<file path="config.mk">
export PLATFORM = sky130hd
export DESIGN_NAME = axis_position_step_ramp
export DESIGN_NICKNAME = d
export VERILOG_FILES = /design/src/design/spr_pkg.sv /design/src/design/axis_position_step_ramp.sv /design/src/design/spr_speed_mem.sv /design/src/design/spr_decode.sv /design/src/design/spr_update.sv
export SDC_FILE = /design/constraint.sdc
export NUM_CORES = 1
export LEC_CHECK = 0
export BUFFER_PORTS_ARGS = -buffer_cell sky130_fd_sc_hd__buf_2
export CAP_MARGIN = 5
export CORE_UTILIZATION = 50
export CTS_CLUSTER_DIAMETER = 60
export DETAILED_ROUTE_END_ITERATION = 8
export PLACE_DENSITY = 0.69
export SETUP_SLACK_MARGIN = 0.15
export SLEW_MARGIN = 0
export SYNTH_ARGS = -nofsm -noshare
export SYNTH_HDL_FRONTEND = slang
export SYNTH_SLANG_ARGS = --single-unit
</file>
<file path="constraint.sdc">
create_clock -name i_clk -period 12.65 [get_ports i_clk]
set_clock_uncertainty 0.05 [all_clocks]
set_input_delay 1.265 -clock i_clk [delete_from_list [all_inputs] [get_ports i_clk]]
set_output_delay 1.265 -clock i_clk [all_outputs]
set_load 0.05 [all_outputs]
</file>
<file path="src/design/spr_pkg.sv">
// ----------------------------------------------------------------------------
// spr_pkg
// Shared types and constants for the per-axis position step ramp.
// ----------------------------------------------------------------------------
`default_nettype none

package spr_pkg;

    // Speed table geometry.
    localparam int AXIS_DEPTH = 16;
    localparam int AXIS_IDX_W = $clog2(AXIS_DEPTH);

    // Field widths.
    localparam int SPEED_W = 16;
    localparam int POS_W   = 32;
    localparam int MNUM_W  = 4;
    localparam int ZONE_W  = 8;
    localparam int STAT_W  = 2;

    // Stream payload widths.
    localparam int IN_TDATA_W  = 208;
    localparam int IN_TUSER_W  = 1;
    localparam int OUT_TDATA_W = 32;
    localparam int OUT_TUSER_W = STAT_W;

    // Default axes per device group.
    localparam int DEF_MOTORS_PER_GROUP = 8;

    // Result status codes.
    localparam logic [STAT_W-1:0] STAT_MOVING  = 2'd0;
    localparam logic [STAT_W-1:0] STAT_ARRIVED = 2'd1;
    localparam logic [STAT_W-1:0] STAT_INVALID = 2'd2;

    // One unpacked input beat.
    typedef struct packed {
        logic                     group_sel;
        logic [MNUM_W-1:0]        motor_number;
        logic [MNUM_W-1:0]        motor_count;
        logic signed [POS_W-1:0]  current_pos;
        logic signed [POS_W-1:0]  aim_pos;
        logic [SPEED_W-1:0]       max_step;
        logic [SPEED_W-1:0]       arrive_threshold;
        logic signed [POS_W-1:0]  max_pos;
        logic signed [POS_W-1:0]  min_pos;
        logic [SPEED_W-1:0]       accel;
        logic [SPEED_W-1:0]       min_speed;
        logic [ZONE_W-1:0]        zone_factor;
    } t_item;

    // Decoded item held in the update stage while the speed is read.
    typedef struct packed {
        logic [AXIS_IDX_W-1:0]    idx;
        logic                     motor_ok;
        logic                     arrived;
        logic                     far;
        logic                     in_zone;
        logic                     pos_dir;
        logic signed [POS_W-1:0]  current_pos;
        logic signed [POS_W-1:0]  max_pos;
        logic signed [POS_W-1:0]  min_pos;
        logic [SPEED_W-1:0]       max_step;
        logic [SPEED_W-1:0]       accel;
        logic [SPEED_W-1:0]       min_speed;
    } t_stage;

endpackage

`default_nettype wire

</file>
<file path="src/design/axis_position_step_ramp.sv">
// ----------------------------------------------------------------------------
// axis_position_step_ramp
// Per-axis trapezoidal position stepper with a speed table per axis.
//
//   Channel  Dir  tdata (low bit up)                          tuser
//   s_axis   in   motor_number, motor_count, current_pos,     group_sel
//                 aim_pos, max_step, arrive_threshold,
//                 max_pos, min_pos, accel, min_speed,
//                 zone_factor (208 bits)
//   m_axis   out  target_pos (32 bits)                        status
//
// One beat is accepted per cycle while the output is not stalled. A beat is
// decoded and its axis speed read from the table on acceptance, updated in the
// update stage and written back as it hands its result to the output register.
// A same-axis write is forwarded into the read, so consecutive beats for one
// axis need no bubble. Reset clears the table valid bits at once; no sweep.
// A stalled output holds the update stage, which in turn deasserts tready.
// ----------------------------------------------------------------------------
`default_nettype none

module axis_position_step_ramp #(
    parameter int MOTORS_PER_GROUP = spr_pkg::DEF_MOTORS_PER_GROUP
) (
    input  logic                               i_clk,
    input  logic                               i_rst_n,
    input  logic                               s_axis_tvalid,
    output logic                               s_axis_tready,
    // motor_number, motor_count, current_pos, aim_pos, max_step,
    // arrive_threshold, max_pos, min_pos, accel, min_speed, zone_factor
    input  logic [spr_pkg::IN_TDATA_W-1:0]     s_axis_tdata,
    // group_sel
    input  logic [spr_pkg::IN_TUSER_W-1:0]     s_axis_tuser,
    output logic                               m_axis_tvalid,
    input  logic                               m_axis_tready,
    // target_pos
    output logic [spr_pkg::OUT_TDATA_W-1:0]    m_axis_tdata,
    // status
    output logic [spr_pkg::OUT_TUSER_W-1:0]    m_axis_tuser
);
    import spr_pkg::*;

    t_item              in_item;
    t_stage             n_stage;
    t_stage             r_stage;
    logic               r_stage_valid;
    logic               stage_adv;
    logic               in_accept;
    logic               wr_en;
    logic               upd_wr_en;
    logic [SPEED_W-1:0] old_speed;
    logic [SPEED_W-1:0] new_speed;
    logic [STAT_W-1:0]  n_status;
    logic [POS_W-1:0]   n_target;
    logic               r_out_valid;
    logic [STAT_W-1:0]  r_out_status;
    logic [POS_W-1:0]   r_out_target;

    // Unpack the input beat.
    always_comb begin
        in_item.group_sel        = s_axis_tuser[0];
        in_item.motor_number     = s_axis_tdata[3:0];
        in_item.motor_count      = s_axis_tdata[7:4];
        in_item.current_pos      = s_axis_tdata[39:8];
        in_item.aim_pos          = s_axis_tdata[71:40];
        in_item.max_step         = s_axis_tdata[87:72];
        in_item.arrive_threshold = s_axis_tdata[103:88];
        in_item.max_pos          = s_axis_tdata[135:104];
        in_item.min_pos          = s_axis_tdata[167:136];
        in_item.accel            = s_axis_tdata[183:168];
        in_item.min_speed        = s_axis_tdata[199:184];
        in_item.zone_factor      = s_axis_tdata[207:200];
    end

    // Handshake: the update stage moves whenever the output register frees.
    assign stage_adv     = !r_out_valid || m_axis_tready;
    assign s_axis_tready = !r_stage_valid || stage_adv;
    assign in_accept     = s_axis_tvalid && s_axis_tready;

    spr_decode #(
        .MOTORS_PER_GROUP (MOTORS_PER_GROUP)
    ) u_decode (
        .i_item  (in_item),
        .o_stage (n_stage)
    );

    spr_speed_mem u_speed_mem (
        .i_clk      (i_clk),
        .i_rst_n    (i_rst_n),
        .i_rd_en    (in_accept),
        .i_rd_idx   (n_stage.idx),
        .i_wr_en    (wr_en),
        .i_wr_idx   (r_stage.idx),
        .i_wr_speed (new_speed),
        .o_rd_speed (old_speed)
    );

    spr_update u_update (
        .i_stage     (r_stage),
        .i_old_speed (old_speed),
        .o_wr_en     (upd_wr_en),
        .o_new_speed (new_speed),
        .o_status    (n_status),
        .o_target    (n_target)
    );

    // Write back only when the stage hands its result on.
    assign wr_en = r_stage_valid && stage_adv && upd_wr_en;

    // Update stage register.
    always_ff @(posedge i_clk) begin
        if (!i_rst_n) begin
            r_stage_valid <= 1'b0;
        end else if (stage_adv || !r_stage_valid) begin
            r_stage_valid <= in_accept;
        end
    end

    always_ff @(posedge i_clk) begin
        if (in_accept) begin
            r_stage <= n_stage;
        end
    end

    // Output register.
    always_ff @(posedge i_clk) begin
        if (!i_rst_n) begin
            r_out_valid <= 1'b0;
        end else if (stage_adv) begin
            r_out_valid <= r_stage_valid;
        end
    end

    always_ff @(posedge i_clk) begin
        if (stage_adv && r_stage_valid) begin
            r_out_status <= n_status;
            r_out_target <= n_target;
        end
    end

    assign m_axis_tvalid = r_out_valid;
    assign m_axis_tdata  = r_out_target;
    assign m_axis_tuser  = r_out_status;

    // An accepted beat always lands in the update stage.
    a_accept_lands : assert property (@(posedge i_clk) disable iff (!i_rst_n)
        in_accept |=> r_stage_valid)
        else $error("accepted beat did not reach the update stage");

    // A stalled update stage keeps its axis.
    a_stage_holds : assert property (@(posedge i_clk) disable iff (!i_rst_n)
        (r_stage_valid && !stage_adv) |=> (r_stage_valid && $stable(r_stage.idx)))
        else $error("update stage lost its beat during a stall");

    // The written speed never exceeds the top speed of its beat.
    a_speed_capped : assert property (@(posedge i_clk) disable iff (!i_rst_n)
        wr_en |-> (new_speed <= r_stage.max_step))
        else $error("speed written above max_step");

    // Arrived and invalid results carry a zero target.
    a_zero_target : assert property (@(posedge i_clk) disable iff (!i_rst_n)
        (r_out_valid && (r_out_status == STAT_ARRIVED || r_out_status == STAT_INVALID))
        |-> (r_out_target == '0))
        else $error("non-moving result with a nonzero target");

endmodule

`default_nettype wire

</file>
<file path="src/design/spr_speed_mem.sv">
// ----------------------------------------------------------------------------
// spr_speed_mem
// Per-axis speed table: one write port and one registered read port, with
// per-entry valid bits so that unwritten entries read as zero after reset.
// ----------------------------------------------------------------------------
`default_nettype none

module spr_speed_mem (
    input  logic                           i_clk,
    input  logic                           i_rst_n,
    input  logic                           i_rd_en,
    input  logic [spr_pkg::AXIS_IDX_W-1:0] i_rd_idx,
    input  logic                           i_wr_en,
    input  logic [spr_pkg::AXIS_IDX_W-1:0] i_wr_idx,
    input  logic [spr_pkg::SPEED_W-1:0]    i_wr_speed,
    output logic [spr_pkg::SPEED_W-1:0]    o_rd_speed
);
    import spr_pkg::*;

    logic [SPEED_W-1:0]    r_mem [AXIS_DEPTH];
    logic [AXIS_DEPTH-1:0] r_written;
    logic [SPEED_W-1:0]    r_rd_speed;

    // Storage write.
    always_ff @(posedge i_clk) begin
        if (i_wr_en) begin
            r_mem[i_wr_idx] <= i_wr_speed;
        end
    end

    // Valid bits: cleared by reset, set by the first write.
    always_ff @(posedge i_clk) begin
        if (!i_rst_n) begin
            r_written <= '0;
        end else if (i_wr_en) begin
            r_written[i_wr_idx] <= 1'b1;
        end
    end

    // Registered read. A write to the same entry in the same cycle is
    // forwarded so that back-to-back beats for one axis see the new speed.
    always_ff @(posedge i_clk) begin
        if (i_rd_en) begin
            if (i_wr_en && (i_wr_idx == i_rd_idx)) begin
                r_rd_speed <= i_wr_speed;
            end else if (r_written[i_rd_idx]) begin
                r_rd_speed <= r_mem[i_rd_idx];
            end else begin
                r_rd_speed <= '0;
            end
        end
    end

    assign o_rd_speed = r_rd_speed;

endmodule

`default_nettype wire

</file>
<file path="src/design/spr_decode.sv">
// ----------------------------------------------------------------------------
// spr_decode
// Input decode: axis index, motor check, distance to aim and the arrival,
// approach and deceleration zone tests.
// ----------------------------------------------------------------------------
`default_nettype none

module spr_decode #(
    parameter int MOTORS_PER_GROUP = spr_pkg::DEF_MOTORS_PER_GROUP
) (
    input  spr_pkg::t_item  i_item,
    output spr_pkg::t_stage o_stage
);
    import spr_pkg::*;

    localparam int SUM_W = $clog2(MOTORS_PER_GROUP + AXIS_DEPTH);

    logic [SUM_W-1:0]             grp_base;
    logic [SUM_W-1:0]             idx_sum;
    logic signed [POS_W:0]        diff;
    logic [POS_W:0]               adiff;
    logic [POS_W+2:0]             adiff_x5;
    logic [SPEED_W+2:0]           thr_x6;
    logic [SPEED_W+ZONE_W-1:0]    zone_lim;

    // Axis index, wrapped onto the table depth.
    assign grp_base = i_item.group_sel ? SUM_W'(MOTORS_PER_GROUP) : '0;
    assign idx_sum  = grp_base + SUM_W'(i_item.motor_number) - SUM_W'(1);

    // Distance to aim, one bit wider so it cannot wrap.
    assign diff  = {i_item.aim_pos[POS_W-1], i_item.aim_pos}
                 - {i_item.current_pos[POS_W-1], i_item.current_pos};
    assign adiff = diff[POS_W] ? (POS_W+1)'(-diff) : (POS_W+1)'(diff);

    // Arrival within 1.2 thresholds, done as 5*|d| < 6*thr.
    assign adiff_x5 = {adiff, 2'b00} + (POS_W+3)'(adiff);
    assign thr_x6   = {1'b0, i_item.arrive_threshold, 2'b00}
                    + {2'b00, i_item.arrive_threshold, 1'b0};

    // Deceleration zone limit.
    assign zone_lim = i_item.zone_factor * i_item.max_step;

    always_comb begin
        o_stage.idx         = idx_sum[AXIS_IDX_W-1:0];
        o_stage.motor_ok    = (i_item.motor_number != '0)
                            && (i_item.motor_number <= i_item.motor_count);
        o_stage.arrived     = adiff_x5 < (POS_W+3)'(thr_x6);
        o_stage.far         = adiff >= (POS_W+1)'(i_item.max_step);
        o_stage.in_zone     = adiff < (POS_W+1)'(zone_lim);
        o_stage.pos_dir     = !diff[POS_W] && (diff != '0);
        o_stage.current_pos = i_item.current_pos;
        o_stage.max_pos     = i_item.max_pos;
        o_stage.min_pos     = i_item.min_pos;
        o_stage.max_step    = i_item.max_step;
        o_stage.accel       = i_item.accel;
        o_stage.min_speed   = i_item.min_speed;
    end

endmodule

`default_nettype wire

</file>
<file path="src/design/spr_update.sv">
// ----------------------------------------------------------------------------
// spr_update
// Speed ramp and target step: turns the stored speed of an axis into its
// new speed, the result status and the clamped next target.
// ----------------------------------------------------------------------------
`default_nettype none

module spr_update (
    input  spr_pkg::t_stage             i_stage,
    input  logic [spr_pkg::SPEED_W-1:0] i_old_speed,
    output logic                        o_wr_en,
    output logic [spr_pkg::SPEED_W-1:0] o_new_speed,
    output logic [spr_pkg::STAT_W-1:0]  o_status,
    output logic [spr_pkg::POS_W-1:0]   o_target
);
    import spr_pkg::*;

    logic signed [SPEED_W+1:0] dec_speed;
    logic [SPEED_W:0]          inc_speed;
    logic [SPEED_W:0]          ramp_speed;
    logic [SPEED_W-1:0]        step_speed;
    logic signed [POS_W+1:0]   step;
    logic signed [POS_W+1:0]   raw_target;
    logic signed [POS_W+1:0]   lim_hi;
    logic signed [POS_W+1:0]   lim_lo;
    logic signed [POS_W-1:0]   clamped;

    // Ramp down toward the floor, or up toward the top speed.
    assign dec_speed = $signed({2'b00, i_old_speed}) - $signed({2'b00, i_stage.accel});
    assign inc_speed = {1'b0, i_old_speed} + {1'b0, i_stage.accel};

    always_comb begin
        if (!i_stage.far) begin
            ramp_speed = {1'b0, i_stage.min_speed};
        end else if (i_stage.in_zone) begin
            if (dec_speed < $signed({2'b00, i_stage.min_speed})) begin
                ramp_speed = {1'b0, i_stage.min_speed};
            end else begin
                ramp_speed = dec_speed[SPEED_W:0];
            end
        end else if (inc_speed > {1'b0, i_stage.max_step}) begin
            ramp_speed = {1'b0, i_stage.max_step};
        end else begin
            ramp_speed = inc_speed;
        end
    end

    // Cap to the top speed; the value is never negative here.
    assign step_speed = (ramp_speed > {1'b0, i_stage.max_step})
                      ? i_stage.max_step : ramp_speed[SPEED_W-1:0];

    // Step toward the aim, then clamp to the travel limits (upper first).
    assign step       = i_stage.pos_dir ? $signed({18'd0, step_speed})
                                        : -$signed({18'd0, step_speed});
    assign raw_target = (POS_W+2)'(i_stage.current_pos) + step;
    assign lim_hi     = (POS_W+2)'(i_stage.max_pos);
    assign lim_lo     = (POS_W+2)'(i_stage.min_pos);

    always_comb begin
        if (raw_target >= lim_hi) begin
            clamped = i_stage.max_pos;
        end else if (raw_target <= lim_lo) begin
            clamped = i_stage.min_pos;
        end else begin
            clamped = raw_target[POS_W-1:0];
        end
    end

    // Result and table write-back.
    always_comb begin
        o_wr_en = i_stage.motor_ok;
        if (!i_stage.motor_ok) begin
            o_status    = STAT_INVALID;
            o_target    = '0;
            o_new_speed = '0;
        end else if (i_stage.arrived) begin
            o_status    = STAT_ARRIVED;
            o_target    = '0;
            o_new_speed = '0;
        end else begin
            o_status    = STAT_MOVING;
            o_target    = clamped;
            o_new_speed = step_speed;
        end
    end

endmodule

`default_nettype wire

</file>
Yosys cells after proc, flatten, opt, wreduce, memory -nomap -nowiden
Memories as Yosys holds them, arrays and structs flattened. Index checks and enable logic that the tools add are counted. Widths: inputs -> output; s select.

Bits in registers: 221. RAM bits: 256. Input bits: 213. Output and inout bits: 36. Logic and storage cells: 81. Memories: 1.

Add/subtract/negate cells: 10. Multipliers: 1. Order comparisons: 12. Equality and inequality tests: 1. Mux-type cells: 21. Bitwise gates (word level): 2. Reduce and logical (&&, ||, !) cells: 15.

Memories: u_speed_mem.r_mem (words 16, bits a word 16, rd ports 1, clocked after Yosys merged registers in 0, write ports 1, line spr_speed_mem.sv:20) `logic [SPEED_W-1:0] r_mem [AXIS_DEPTH];`.

Operators with widths (count): $mux 16 (5); $mux 17 (4); $mux 32 (2); $add 35x33->35 (1); $lt 35x19->1 (1); $add 32x34->34 (1); $ge 34x32->1 (1); $gt 17x16->1 (2); $le 34x32->1 (1); $mux 34 (1); $neg 16->34 (1); $ge 33x16->1 (1); $lt 33x24->1 (1); $mux 33 (1); $neg 33->33 (1); $reduce_bool 33->1 (1); $sub 32x32->33 (1); $mul 8x16->24 (1); $add 18x17->19 (1); $lt 18x17->1 (1); $add 16x16->17 (1); $sub 16x16->17 (1); $or 16x16->16 (1); $lt 4x5->1 const B (2); 15 further kinds (28).

Logic depth before layout (Yosys ltp)
Depth in word-level cells: 13. Depth in mapped cells: 68. Mapped depth without buffers: 63.

Hierarchy
Synthesis repeated with hierarchy kept, for this count alone.

Cells, all modules: 3588. Area, all modules: 37467.2 um^2.

By module, submodules not included: spr_decode (times used 1, cells each 1648, area an instance 12374.4 um^2, sequential area each 0.0 um^2); spr_speed_mem (times used 1, cells each 524, area an instance 11259.5 um^2, sequential area each 8488.1 um^2); spr_update (times used 1, cells each 1218, area an instance 8104.0 um^2, sequential area each 0.0 um^2); axis_position_step_ramp (times used 1, cells each 198, area an instance 5729.2 um^2, sequential area each 5655.4 um^2).

Worst setup path after synthesis
Ideal clock, no wire load.

Path type: register to register. From: register r_stage[16] in the netlist's numbering. To: register r_out_target[17] (netlist: m_axis_tdata[17]), data pin. Data arrival time: 12.646 ns. Setup slack: -0.312 ns. Cell stages (with the launch flop): 59. Buffers on the path: 4. Period minus slack after synthesis: 12.962 ns. Path through: edfxtp_1 > ha_1 > fa_1 > inv_1 > ha_1 > a21boi_0 > o21a_1 > o21a_1 > o21a_1 > o21a_1 > o21a_1 > o21a_1 > o21ai_0 > a21oi_1 > o21ai_0 > a21oi_1 > a2111oi_0 > ha_1 > (+23 left out) > a21oi_1 > o41ai_1 > nand4b_1 > nand2_1 > o21ai_0 > nand2_1 > xor2_1 > ha_1 > a21o_1 > a211o_1 > a211o_1 > a211oi_1 > o21ai_0 > a221o_1 > a31oi_1 > clkbuf_1 > mux2i_1 > nor2_1.

Cells in the longest elaborated chain, start to end: 13. Elaborated cells between the ends (all ways): 17. Those cells by class: 4 x add/sub; 5 x order compare; 8 x mux.

RTL lines: start: declaration (line axis_position_step_ramp.sv:44) `t_stage r_stage;`; start signal: assignment (line axis_position_step_ramp.sv:120) `r_stage <= n_stage;`; $sub 16x16->17 or $add 16x16->17 (tied branches) (line spr_update.sv:29, spr_update.sv:30); $lt 18x17->1 or $gt 17x16->1 (tied branches) (line spr_update.sv:36, spr_update.sv:41); $mux 17, on equally long branches (line spr_update.sv:36, spr_update.sv:41); $mux 17 * (line spr_update.sv:35) `end else if (i_stage.in_zone) begin`; $mux 17 * (line spr_update.sv:33) `if (!i_stage.far) begin`; $gt 17x16->1 (line spr_update.sv:49) `assign step_speed = (ramp_speed > {1'b0, i_stage.max_step})`; $mux 16 * (line spr_update.sv:50) `? i_stage.max_step : ramp_speed[SPEED_W-1:0];`; $neg 16->34 (line spr_update.sv:54) `: -$signed({18'd0, step_speed});`; $mux 34 * (line spr_update.sv:53) `assign step = i_stage.pos_dir ? $signed({18'd0, step_speed})`; $add 32x34->34 * (line spr_update.sv:55) `assign raw_target = (POS_W+2)'(i_stage.current_pos) + step;`; $le 34x32->1 (line spr_update.sv:62) `end else if (raw_target <= lim_lo) begin`; $mux 32 (line spr_update.sv:62); $mux 32 * (line spr_update.sv:60) `if (raw_target >= lim_hi) begin`; end signal: assignment (line axis_position_step_ramp.sv:136) `r_out_target <= n_target;`; end: declaration (line axis_position_step_ramp.sv:56) `logic [POS_W-1:0] r_out_target;`.

Mark *: on every way between the ends. The rest lies on a longest branch, timed or not. A chain may end at the register's enable or synchronous reset.

Worst setup path in the final report
From: register r_stage[16] in the netlist's numbering. To: register r_out_target[1] (netlist: m_axis_tdata[1]), data pin.

Same word-level chain as after synthesis.

==> out/qor.csv <==
stage;metric;value;unit
global_route;grt_pass1_vias;26600;
cts;cts_tree;done;
placed_design;gp_congestion;0.9864;
hold_path;holdPathStages;1;
synthesis;ys_seq_area_share;39.96;%
cts;cts_sinks;477;
synthesis;synth_top_cell_area_share;38.94;%
power;leakage;17.52;nW
power;finalPower;7.675;mW
worst_setup_path;max_stage_delay;0.54;ns
flow_run;maxCapViolations;0;
route;wire_per_inst;22.49;um
worst_setup_path;crit_type;register to register;
global_route;grt_pass1_wl;156700;um
synthesis;yosysWarningCount;0;
route;drt_iter0_markers;2619;
synthesis;synth_area_leaders;edfxtp_1, ha_1, mux4_2, fa_1, inv_1;
hold_path;whs_endpoint;u_speed_mem.r_written[6];
cts;cts_root_buf;clkbuf_16;
global_route;antenna_found_initial;4;
finish;drive_above_1_share;22.07;%
sta;setup_ws;0.4028;ns
sta;hold_violations;0;
synthesis;netlist-cell-type-count;97;
route;route.detailed.drc;0;
finish;finish.utilization;59.86;%
worst_setup_path;cp_data_required_time;12.92;ns
worst_setup_path;cp_common_cell;buf_4;
power;vdd_drop_max;122.5;uV
placed_design;preCtsSetupSlack;-0.3031;ns
global_route;grt_overflow;0;
sta;worst_pin_slew;1.162;ns
floorplanning;core;70030;um2
route;wl;106000;um
placed_design;io_buffers;248;
worst_setup_path;r2r-start;r_stage[16];
cts;htreeDepth;2;
synthesis;synth_top_area_cell;edfxtp_1;
placed_design;dp_hpwl;79310;um
sta;maxSlewHeadroom;22.52;%
placed_design;placed_area;39000;um2
global_route;track_usage;28.83;%
synthesis;synth-seq-cells;477;
worst_setup_path;cp-end-kind;register;
route;ant_nets;0;
synthesis;syn-num-nets;3985;
route;dr.pass1.iters;5;
floorplanning;std_cell_rows;97;
synthesis;yosysMostFrequentCell;edfxtp_1;
worst_setup_path;worstSetupStartpoint;r_stage[16];
finish;stdcell_area;41920;um2
synthesis;synthArstFlopShare;0;%
floorplanning;start_util;50.54;%
worst_setup_path;startpoint_type;register;
run_status;status;complete, no violations;
synthesis;syn-cell-area;35400;um2
worst_setup_path;crit_slowest_cell;or4_1;
floorplanning;die_w;268.1;um
route;viasPerCell;5.977;
worst_setup_path;worstPathArrival;12.51;ns
worst_setup_path;r2r_end;m_axis_tdata[1];
worst_setup_path;reg2reg_depth;60;
route;vias;28190;
finish;syn2layout_area_growth;18.42;%
synthesis;synth_flop_cell;edfxtp_1;
hold_path;hold_class;register to register;
cts;clk_pin_slew;0.06;ns
cts;insertion_delay;0.64;ns
synthesis;syn_inst;3312;
cts;cts_made_buffers;50;
finish;nNetsFinal;4407;
worst_setup_path;rrSetupSlack;0.40;ns
sta;fin_crit;12.25;ns
floorplanning;pin_count;249;
synthesis;synth_common_cells;edfxtp_1, ha_1, inv_1;
floorplanning;die_h;268.1;um
synthesis;synth_edf_count;459;
cts;hold_buffers;0;
sta;holdWs;0.4120;ns
sta;fin_crit_sh;96.82;%
sta;drv_slew;0;
hold_path;min_from;u_speed_mem.r_written[6];
sta;rsz0062_at_grt;true;
synthesis;syn_avg_cell_area;10.69;um2
cts;cts_buffer_depth;3;
global_route;grt_max_degree;64;
floorplanning;dieArea;71860;um2
worst_setup_path;cp_max_fo;7;
sta;max_freq;81.65;MHz
sta;setup_viol;0;
power;p_per_area;183.1;nW/um2
## cell families (layout without fill, tap and decap cells)
logic type | Yosys count | in the layout | share of synthesized area, %
buf+inv | 452 | 914 | 4.839
fa+ha+maj | 460 | 460 | 18.19
xor+xnor | 170 | 170 | 4.245
mux | 112 | 112 | 6.214
simple gates | 843 | 843 | 11.62
compound gates | 798 | 798 | 14.93
other cells | 0 | 2 | 0
flops | 477 | 477 | 39.96
## worst max path at each step
stage | to | slack (ns) | cells after the start
after global placement | m_axis_tdata[30] | -0.08 | 58
after detailed placement | m_axis_tdata[4] | -0.30 | 66
final | m_axis_tdata[1] | 0.40 | 60
after floorplan | m_axis_tdata[17] | 0.24 | 58
after global routing | m_axis_tdata[11] | -0.27 | 65
after CTS | m_axis_tdata[4] | 0.16 | 60
## area by class of cell
| class | count | area, um2 |
|---|---|---|
| antenna | 2 | 5.005 |
| clock buffer | 57 | 1277 |
| clock inverter | 35 | 376.6 |
| fill | 5780 | 28110 |
| inverter | 337 | 1270 |
| multi-input combinational | 2383 | 20370 |
| sequential | 477 | 14140 |
| tap | 940 | 1176 |
| timing repair buffer | 485 | 3296 |
## critical path, delay by kind of cell, from the launching register on
family	cells	cell delay (ns)
fa+ha+maj	7	1.93
buf+inv	8	1.26
simple gates	17	3.06
flops	1	0.43
compound gates	27	5.04
xor+xnor	1	0.16
## where the power goes
| part | leakage, nW | total (mW) | internal, mW | switching (mW) |
|---|---|---|---|---|
| Combinational | 12.4 | 4.31 | 1.88 | 2.43 |
| Sequential | 4.36 | 1.87 | 1.84 | 0.0358 |
| Clock | 0.800 | 1.49 | 0.839 | 0.654 |
| Total | 17.5 | 7.67 | 4.56 | 3.12 |
## repair_timing
action / 4_1_cts / 5_1_grt
setup buffers: 4 / 33
gates resized for setup: 27 / 164
pin swaps: 7 / 105
setup endpoints to repair: 32 / 32
cloned: 0 / 6
## stage by stage
step,instances,TNS [ns]
final,4716,0
after global routing,4714,-6.067
after CTS,4675,0
after detailed placement,4579,-7.951
after global placement,4579,-1.728
after floorplan,3312,0
## layer usage
layer / GRT usage (%) / vias up / part of all wire (%)
met5: 0 / - / 0.011
met4: 9.869 / 2 / 3.5
met3: 5.287 / 209 / 8.6
met2: 45.48 / 1208 / 46
met1: 39.94 / 13730 / 42
li1: - / 13040 / -
## flip-flops by register name (all words and copies together), names as in the netlist
name	count
m_axis_tvalid	1
r_stage_valid	1
r_stage	153
u_speed_mem.r_written	16
m_axis_tdata	32
u_speed_mem.o_rd_speed	16
u_speed_mem.r_mem	256
m_axis_tuser	2
## cell usage in the layout (no fill, tap or decap), drive strengths merged, types with 18 or more instances in the layout
| cell type | synthesis | routed |
|---|---|---|
| fa | 91 | 91 |
| inv | 336 | 341 |
| clkbuf | 95 | 62 |
| ha | 369 | 369 |
| o211ai | 22 | 22 |
| nand2b | 26 | 26 |
| dfxtp | 18 | 18 |
| nand4 | 27 | 27 |
| a21oi | 220 | 220 |
| a211oi | 53 | 53 |
| nor2 | 255 | 255 |
| a21o | 66 | 66 |
| clkinv | 1 | 25 |
| edfxtp | 459 | 459 |
| nand2 | 201 | 201 |
| o21a | 65 | 65 |
| and2 | 72 | 72 |
| xor2 | 44 | 44 |
| a31oi | 41 | 41 |
| xnor2 | 125 | 125 |
| mux4 | 85 | 85 |
| nor2b | 30 | 30 |
| o21bai | 26 | 26 |
| nor3 | 69 | 69 |
| o21ai | 143 | 143 |
| buf | 20 | 480 |
| nand3 | 49 | 49 |
(Power assumes the default switching activity.)
